===== src/bdc_pkg.sv =====
// Shared types and constants for the binary to decimal ASCII converter.
// No dependencies; the dabble step, the converter and the testbench depend on it.
package bdc_pkg;

    // Fixed width of the incoming value field.
    localparam int FIELD_WIDTH = 32;

    // Width of one emitted ASCII character field.
    localparam int CHAR_WIDTH = 6;

    // ASCII code of the character '0'.
    localparam logic [CHAR_WIDTH-1:0] CHAR_ZERO = 6'd48;

    // Threshold and correction used by the shift-and-add-3 step.
    localparam logic [3:0] BCD_ADJUST_MIN = 4'd5;
    localparam logic [3:0] BCD_ADJUST_ADD = 4'd3;

    // Payload of one conversion request.
    typedef struct packed {
        logic [FIELD_WIDTH-1:0] value;
    } operand_payload_t;

    // Payload of one emitted digit.
    typedef struct packed {
        logic [CHAR_WIDTH-1:0] digit_char;
        logic                  last;
    } digit_payload_t;

endpackage


===== src/bdc_stream_if.sv =====
// Valid/ready stream channel carrying one payload per request.
// The payload type is a parameter; this file depends on no other file.
interface bdc_stream_if #(
    parameter type payload_t = logic
);

    logic     valid;
    logic     ready;
    payload_t payload;

    modport source (
        output valid,
        output payload,
        input  ready
    );

    modport sink (
        input  valid,
        input  payload,
        output ready
    );

endinterface


===== src/bdc_dabble_step.sv =====
// One shift-and-add-3 iteration over all BCD digits of the accumulator.
// Depends on bdc_pkg for the correction constants.
module bdc_dabble_step #(
    parameter int NUM_DIGITS = 10
) (
    input  logic [NUM_DIGITS-1:0][3:0] bcd,
    input  logic                       shift_bit,
    output logic [NUM_DIGITS-1:0][3:0] bcd_next
);

    logic [NUM_DIGITS-1:0][3:0] corrected;

    // Add three to every digit of five or more, so the shift carries properly.
    always_comb
    begin
        for (int i = 0; i < NUM_DIGITS; i++)
        begin
            if (bcd[i] >= bdc_pkg::BCD_ADJUST_MIN)
            begin
                corrected[i] = bcd[i] + bdc_pkg::BCD_ADJUST_ADD;
            end
            else
            begin
                corrected[i] = bcd[i];
            end
        end
    end

    // Shift the corrected digits left by one and bring in the next binary bit.
    assign bcd_next = {corrected[NUM_DIGITS-1:0]} << 1 | {{(NUM_DIGITS*4-1){1'b0}}, shift_bit};

endmodule


===== src/binary_to_decimal_ascii.sv =====
// Converts an unsigned binary value to its decimal digits as ASCII characters,
// most significant digit first, with leading zeros suppressed and last set on
// the final digit; zero gives the single character '0'. Only the low
// VALUE_WIDTH bits of the 32-bit value take part. A request is first loaded,
// then each value bit (min(VALUE_WIDTH, 32), 32 by default) passes through
// the shared shift-and-add-3 step, then each BCD digit position (10 by
// default) is visited while leading zeros are skipped and digits are emitted;
// emission waits while the output register is full and not taken.
// The operand channel is ready only while no conversion is running; the final
// digit sits in an output register, so the next request can load meanwhile.
module binary_to_decimal_ascii #(
    parameter int VALUE_WIDTH = 32
) (
    input  logic        clk,
    input  logic        rst_n,
    bdc_stream_if.sink   operand,
    bdc_stream_if.source digits
);

    // Number of decimal digits of the largest value of a given bit width.
    function automatic int digit_count(input int width);
        longint unsigned v;
        int              n;
        v = (width >= 64) ? '1 : ((64'd1 << width) - 64'd1);
        n = 0;
        for (int i = 0; i < 20; i++)
        begin
            if (v != 0)
            begin
                n = n + 1;
                v = v / 64'd10;
            end
        end
        return n;
    endfunction

    localparam int EFF_WIDTH  = (VALUE_WIDTH < bdc_pkg::FIELD_WIDTH) ?
                                VALUE_WIDTH : bdc_pkg::FIELD_WIDTH;
    localparam int NUM_DIGITS = digit_count(EFF_WIDTH);
    localparam int CNT_W      = $clog2(EFF_WIDTH);
    localparam int IDX_W      = $clog2(NUM_DIGITS);

    typedef enum logic [1:0] {
        ST_IDLE,
        ST_CONVERT,
        ST_EMIT
    } state_t;

    state_t                     state_reg;
    logic [EFF_WIDTH-1:0]       bin_reg;
    logic [NUM_DIGITS-1:0][3:0] bcd_reg;
    logic [NUM_DIGITS-1:0][3:0] bcd_next;
    logic [CNT_W-1:0]           cnt_reg;
    logic [IDX_W-1:0]           idx_reg;
    logic                       started_reg;
    logic                       out_valid_reg;
    bdc_pkg::digit_payload_t    out_payload_reg;

    logic [3:0] cur_digit;
    logic       emit_now;
    logic       out_free;
    logic       load_out;

    // Shared conversion step, fed by the top bit of the binary shift register.
    bdc_dabble_step #(
        .NUM_DIGITS (NUM_DIGITS)
    ) u_step (
        .bcd       (bcd_reg),
        .shift_bit (bin_reg[EFF_WIDTH-1]),
        .bcd_next  (bcd_next)
    );

    // Digit under the emit pointer, and whether it is printed or skipped.
    assign cur_digit = bcd_reg[idx_reg];
    assign emit_now  = started_reg || (cur_digit != 4'd0) || (idx_reg == '0);
    assign out_free  = !out_valid_reg || digits.ready;
    assign load_out  = (state_reg == ST_EMIT) && emit_now && out_free;

    assign operand.ready  = (state_reg == ST_IDLE);
    assign digits.valid   = out_valid_reg;
    assign digits.payload = out_payload_reg;

    // Sequencer: load, iterate the shared step, then walk the digits.
    always_ff @(posedge clk or negedge rst_n)
    begin
        if (!rst_n)
        begin
            state_reg       <= ST_IDLE;
            out_valid_reg   <= 1'b0;
            bin_reg         <= '0;
            bcd_reg         <= '0;
            cnt_reg         <= '0;
            idx_reg         <= '0;
            started_reg     <= 1'b0;
            out_payload_reg <= '0;
        end
        else
        begin
            // Output register fills with a new digit, or empties once taken.
            if (load_out)
            begin
                out_valid_reg <= 1'b1;
            end
            else if (digits.ready)
            begin
                out_valid_reg <= 1'b0;
            end

            unique case (state_reg)
                ST_IDLE:
                begin
                    if (operand.valid)
                    begin
                        bin_reg   <= operand.payload.value[EFF_WIDTH-1:0];
                        bcd_reg   <= '0;
                        cnt_reg   <= CNT_W'(EFF_WIDTH - 1);
                        state_reg <= ST_CONVERT;
                    end
                end

                ST_CONVERT:
                begin
                    bcd_reg <= bcd_next;
                    bin_reg <= bin_reg << 1;
                    cnt_reg <= cnt_reg - 1'b1;
                    if (cnt_reg == '0)
                    begin
                        idx_reg     <= IDX_W'(NUM_DIGITS - 1);
                        started_reg <= 1'b0;
                        state_reg   <= ST_EMIT;
                    end
                end

                ST_EMIT:
                begin
                    if (!emit_now)
                    begin
                        // Leading zero: step past it without output.
                        idx_reg <= idx_reg - 1'b1;
                    end
                    else if (out_free)
                    begin
                        out_payload_reg.digit_char <= bdc_pkg::CHAR_ZERO +
                                                      {2'b00, cur_digit};
                        out_payload_reg.last       <= (idx_reg == '0);
                        started_reg                <= 1'b1;
                        if (idx_reg == '0)
                        begin
                            state_reg <= ST_IDLE;
                        end
                        else
                        begin
                            idx_reg <= idx_reg - 1'b1;
                        end
                    end
                end

                default:
                begin
                    state_reg <= ST_IDLE;
                end
            endcase
        end
    end

endmodule


===== src/flat_wrapper.sv =====
// flat-port wrapper written by rule: the top's interface ports become plain ports
module binary_to_decimal_ascii_flat 
#(
    parameter int VALUE_WIDTH = 32
)
  (clk, rst_n, operand_valid, operand_payload, operand_ready, digits_valid, digits_payload, digits_ready);
  bdc_stream_if #(.payload_t(bdc_pkg::operand_payload_t)) operand_i ();
  bdc_stream_if #(.payload_t(bdc_pkg::digit_payload_t)) digits_i ();
  input  logic clk;
  input  logic rst_n;
  input wire logic [$bits(operand_i.valid)-1:0] operand_valid;
  input wire logic [$bits(operand_i.payload)-1:0] operand_payload;
  output wire logic [$bits(operand_i.ready)-1:0] operand_ready;
  output wire logic [$bits(digits_i.valid)-1:0] digits_valid;
  output wire logic [$bits(digits_i.payload)-1:0] digits_payload;
  input wire logic [$bits(digits_i.ready)-1:0] digits_ready;
  assign operand_i.valid = operand_valid;
  assign operand_i.payload = operand_payload;
  assign operand_ready = operand_i.ready;
  assign digits_valid = digits_i.valid;
  assign digits_payload = digits_i.payload;
  assign digits_i.ready = digits_ready;
  binary_to_decimal_ascii #(.VALUE_WIDTH(VALUE_WIDTH)) u_core (.clk(clk), .rst_n(rst_n), .operand(operand_i), .digits(digits_i));
endmodule

===== config.mk =====
export PLATFORM = sky130hd
export DESIGN_NAME = binary_to_decimal_ascii_flat
export DESIGN_NICKNAME = d
export VERILOG_FILES = /design/src/bdc_pkg.sv /design/src/bdc_stream_if.sv /design/src/bdc_dabble_step.sv /design/src/binary_to_decimal_ascii.sv /design/src/flat_wrapper.sv
export SDC_FILE = /design/constraint.sdc
export NUM_CORES = 1
export LEC_CHECK = 0
export BUFFER_PORTS_ARGS = -buffer_cell sky130_fd_sc_hd__buf_4
export CAP_MARGIN = 5
export CORE_MARGIN = 2
export CORE_UTILIZATION = 50
export CTS_CLUSTER_SIZE = 16
export DETAILED_ROUTE_END_ITERATION = 8
export PLACE_DENSITY = 0.78
export SYNTH_ARGS = -nofsm -noshare
export SYNTH_HDL_FRONTEND = slang
export SYNTH_SLANG_ARGS = --single-unit

===== constraint.sdc =====
create_clock -name clk -period 3.15 [get_ports clk]
set_input_delay 0.315 -clock clk [delete_from_list [all_inputs] [get_ports clk]]
set_output_delay 0.315 -clock clk [all_outputs]
set_load 0.005 [all_outputs]

-- Yosys cells after proc, flatten, opt, wreduce, memory -nomap -nowiden
Index checks and enable logic that the tools add are counted.
- register bits: 92
- output and inout bits: 9
- input bits: 36
- logic and storage cells: 105
- $lt $le $gt $ge: 11
- reductions and logical operators: 18
- multiplexer cells: 35
- bitwise logic cells: 1
- add/subtract/negate cells: 13
- eq/ne operators: 9
- operators with widths (kind ; number):
    $pmux 40 s2 ; 1
    $pmux 32 s2 ; 1
    $mux 4 ; 14
    $ge 4x3->1 const B ; 10
    $mux 40 ; 1
    $or 40x1->40 ; 1
    $add 4x2->4 const B ; 9
    $mux 32 ; 1
    $bmux 4 s4 ; 1
    $mux 2 ; 5
    $pmux 5 s2 ; 1
    $pmux 4 s2 ; 1
    $reduce_and 4->1 ; 2
    $add 5x5->6 const A ; 1
    $ne 2x1->1 const B ; 3
    $ne 3x3->1 const B ; 2
    $pmux 2 s3 ; 1
    $reduce_bool 2->1 ; 3
    $logic_not 5->1 ; 1
    $lt 4x5->1 const B ; 1
    $mux 1 ; 5
    $mux 5 ; 1
    $reduce_and 5->1 ; 1
    $sub 5x1->5 const B ; 1
    other kinds (15) ; 19

-- Longest topological paths before layout
- depth in word-level cells: 8
- gate-level depth with buffers: 10
- mapped depth without buffers: 7

-- By module
A second synthesis with hierarchy kept.
- cells, all modules: 533
- area, all modules: 5257.5 µm²
- by module, submodules not included (module ; times used ; sequential area each (µm²) ; cells an instance ; area an instance (µm²)):
    binary_to_decimal_ascii ; 1 ; 2277.2 ; 376 ; 4256.6
    bdc_dabble_step ; 1 ; 0.0 ; 157 ; 1001.0

-- Worst setup path after synthesis
OpenSTA, ideal clock, no wires.
- path kind: register to register
- start: register u_core.idx_reg[1]
- end: register u_core.out_payload_reg, in the netlist u_core.digits.payload[3]
- library setup time: 128 ps
- path slack: 1094 ps
- clock period less this slack: 2056 ps
- stages on the path, launching flop included: 8
- data arrival time: 1929 ps
- cell sequence: dfrtp_1 buf_2 buf_2 mux4_2 a211oi_1 and4_4 nor2_1 mux2_1
- word-level cells in the longest chain between the ends: 6
- elaborated cells on any way between the ends: 8
- ends and longest elaborated chain (element ; RTL line ; text):
    start: declaration ; binary_to_decimal_ascii.sv:54 ; logic [IDX_W-1:0] idx_reg;
    start signal: assignment ; binary_to_decimal_ascii.sv:128 ; idx_reg <= IDX_W'(NUM_DIGITS - 1);
    start signal: assignment ; binary_to_decimal_ascii.sv:139 ; idx_reg <= idx_reg - 1'b1;
    start signal: assignment ; binary_to_decimal_ascii.sv:153 ; idx_reg <= idx_reg - 1'b1;
    branches (longest 6 deep; another with $add 5x5->6) ; -- ;
    end: declaration ; binary_to_decimal_ascii.sv:57 ; bdc_pkg::digit_payload_t out_payload_reg;
Parallel ways; which one is timed is not known. The select of a mux whose other input is x is not followed.
A chain may end at the register's enable or synchronous reset.

-- Worst setup path in the final report
Ends and elaborated chain as after synthesis.

==> run_results.csv <==
group,metric,value,unit
run_status,outcome,"complete, but fails checks",
run_status,violations,"hold timing",
placed_design,dpl.hpwl,8008,µm
timing,holdWs,-0.01181,ns
grt,grt_pass1_wl,20230,µm
setup_path,cp-start-kind,"flip-flop",
setup_path,slowest_delay,0.83,ns
drt,drtPass1Iterations,5,
setup_path,crit_start,"u_core.idx_reg[1]$_DFFE_PN0P_",
grt,grt_overflow,0,
setup_path,r2r_setup_slack,0.50,ns
yosys,synth_edf_count,0,
floorplan,dieArea,0.01105,mm²
setup_path,crit_path_end_kind,"flip-flop",
pwr,pwr_density_cell,899.3,mW/mm²
drt,vias_per_cell,6.047,
clock_network,tritoncts,"done",
placed_design,gp_congestion,0.8190,
setup_path,r2r-start,"u_core.idx_reg[1]$_DFFE_PN0P_",
layout,num_antenna_cells,0,
min_path,hp-class,"in -> async",
layout,utilization,0.5800,
clock_network,cts_resized,0,
clock_network,cts.path.max_buffers,2,
timing,clock-skew-final,0.01011,ns
layout,drive_above_1_share,0.1381,
setup_path,crit_buf_inv,0,
layout,area_growth,11.92,%
timing,fin_crit,2.647,ns
timing,hold_violations,5,
yosys,ys.flop_type,"dfrtp_1",
setup_path,cp_data_required_time,3.40,ns
timing,tightest_slew,0.8830,ns
drt,drtAntennaViolNets,0,
yosys,synth.net_count,593,
setup_path,critical_path_depth,5,
yosys,seq_area_frac_synth,0.4454,
yosys,avgSynthCellArea,9.574,µm²
setup_path,crit_arrival,2.89,ns
drt,num_vias,4221,
timing,final.setup.tns,0,ns
setup_path,rr_worst_depth,5,
layout,largest_reg_flops,40,
floorplan,die_w,105.1,µm
grt,track_usage,0.2242,
yosys,synth_cells,534,
setup_path,crit_family,"multiplexers",
yosys,yosysWarnings,0,
timing,slew_viol_final,0,
clock_network,cts_root_buf,"clkbuf_8",
yosys,ys_types,41,
setup_path,crit_fanout,16,
placed_design,port_buffers,44,
timing,finalCritPeriodShare,0.8404,
timing,clock.fmax,377.7,MHz
setup_path,r2r_end,"u_core.digits.payload[3]$_DFFE_PN0P_",
setup_path,path_cells,"mux4_2 > a211oi_1 > and4_4 > nor2_1 > mux2_1",
clock_network,ctsHoldBuffers,0,
floorplan,rows,36,
clock_network,clock_latency,0.37,ns
clock_network,clkTransAtPathRegs,0.09,ns
floorplan,die_height,105.1,µm
grt,grt_pass1_vias,4255,
drt,wire_per_inst,16.71,µm
layout,nFillCells,810,
grt,grt_antenna_before_repair,0,
setup_path,worst-setup-path-type,"reg -> reg",
clock_network,postCtsSetupBuffers,0,
floorplan,ios,45,
pwr,power_leakage,2.426,nW
drt,drcViolationCount,0,
drt,routed_wl,11660,µm
pwr,ir_drop,0.4148,mV
clock_network,numCtsBuffers,9,
timing,maxSlewHeadroom,0.4030,
timing,finalSetupViolCount,0,
floorplan,start_util,0.5183,
setup_path,crit_path_end,"u_core.digits.payload[3]$_DFFE_PN0P_",
yosys,syn_area,0.005112,mm²
job,cap_violations,0,
floorplan,core_area,0.009864,mm²
timing,rsz0062_at_grt,"false",
yosys,ys_async_sr_fraction,1.000,
drt,drtIter0Drc,305,
layout,final_nets,620,
setup_path,slowest_stage,"dfrtp_1",
clock_network,clkSinkCount,91,
yosys,synth_seq_cells,91,
clock_network,cts.htree.levels,3,
grt,grt_max_degree,53,
==> cells by family (layout without fill, tap and decap cells) <==
kind of cell	after synthesis	in the layout	share of synthesized area
AOI/OAI and AO/OA	210	210	0.2516
and+or+nand+nor	112	112	0.1216
DFF	91	91	0.4454
buffers and inverters	62	93	0.04870
adders and majority gates	23	23	0.05629
xor gates and xnor gates	18	18	0.03084
muxes	18	18	0.04552
==> cell type report <==
| type | count | area (µm²) | area share |
|---|---|---|---|
| flip-flops and latches | 91 | 2277 | 0.3980 |
| clock inverters | 4 | 51.30 | 0.008966 |
| inverters | 25 | 93.84 | 0.01640 |
| multi-input cells | 381 | 2594 | 0.4533 |
| well taps | 133 | 166.4 | 0.02908 |
| clock buffers | 11 | 141.4 | 0.02471 |
| repair buffers | 53 | 397.9 | 0.06954 |
==> worst reg2reg max path, cell delays in order (launching register included) <==
cell and delay (ns):
dfrtp_1 0.83, mux4_2 0.60, a211oi_1 0.33, and4_4 0.36, nor2_1 0.10, mux2_1 0.31
==> routing by layer <==
metal,part of all wire,track usage
met1,0.45,0.3019
met2,0.49,0.3636
met3,0.040,0.02682
met4,0.021,0.1010
met5,0,0
==> per-stage QoR <==
step | total power [mW] | instance area [µm²] | instances | hold slack, ns | setup slack (ns)
detailed placement | 4.348 | 5529 | 683 | 0.4096 | 0.5392
floorplan | 3.766 | 5112 | 534 | 0.01941 | 1.094
CTS | 5.148 | 5722 | 698 | 0.01439 | 0.5245
global route | 5.571 | 5722 | 698 | 0.04824 | 0.3114
finish | 5.145 | 5722 | 698 | -0.01181 | 0.5026
global placement | 4.177 | 5529 | 683 | 0.4018 | 0.6649
==> where the power goes <==
part	internal [mW]	switching (mW)
Sequential	1.62	0.534
Combinational	1.02	1.18
Clock	0.385	0.411
==> how the worst min path moves through the flow <==
| stage | slack (ns) | end |
|---|---|---|
| 2_1_floorplan | 0.02 | u_core.bcd_reg[0]$_DFFE_PN0P_ |
| 3_5_place_dp | 0.41 | u_core.bcd_reg[10]$_DFFE_PN0P_ |
| 5_1_grt | 0.05 | u_core.bcd_reg[29]$_DFFE_PN0P_ |
| 3_3_place_gp | 0.40 | u_core.bcd_reg[6]$_DFFE_PN0P_ |
| 6_report | -0.01 | u_core.bcd_reg[10]$_DFFE_PN0P_ |
| 4_1_cts | 0.01 | u_core.bcd_reg[3]$_DFFE_PN0P_ |
==> cells in the mapped netlist, drive strengths merged (3+ instances only) <==
cell type | instances | area share
nand2 | 20 | 0.015
nand2b | 14 | 0.017
ha | 23 | 0.056
dfrtp | 91 | 0.45
xnor2 | 11 | 0.019
inv | 25 | 0.018
o22ai | 18 | 0.022
nor2 | 19 | 0.014
o32ai | 6 | 0.010
nor3 | 5 | 0.0049
o21a | 3 | 0.0044
a32o | 10 | 0.020
mux4 | 4 | 0.018
a22oi | 32 | 0.047
nor2b | 34 | 0.042
a21oi | 58 | 0.057
xor2 | 7 | 0.012
nor3b | 3 | 0.0044
o211ai | 3 | 0.0044
clkbuf | 31 | 0.023
nand3b | 3 | 0.0044
mux2i | 12 | 0.023
o21ai | 63 | 0.062
o31ai | 12 | 0.018
a211oi | 3 | 0.0044
buf | 6 | 0.0076
==> layout by cell type (no fill, tap or decap), types with 3 or more instances in the layout <==
master and instances:
nor3b_1 3, mux4_2 4, nand3b_1 3, o22ai_1 18, buf_4 53, xnor2_1 11
xor2_1 7, nor2b_1 32, a211oi_1 3, o21a_1 3, mux2i_1 12, a22oi_1 32
nor2_1 18, a21oi_1 58, inv_1 25, o31ai_1 12, a32o_1 10, o32ai_1 6
o21ai_0 63, clkbuf_8 10, o211ai_1 3, dfrtp_1 91, nand2_1 20, ha_1 23
nand2b_1 14, nor3_1 5
No activity file was read; power rests on OpenSTA's default activity.
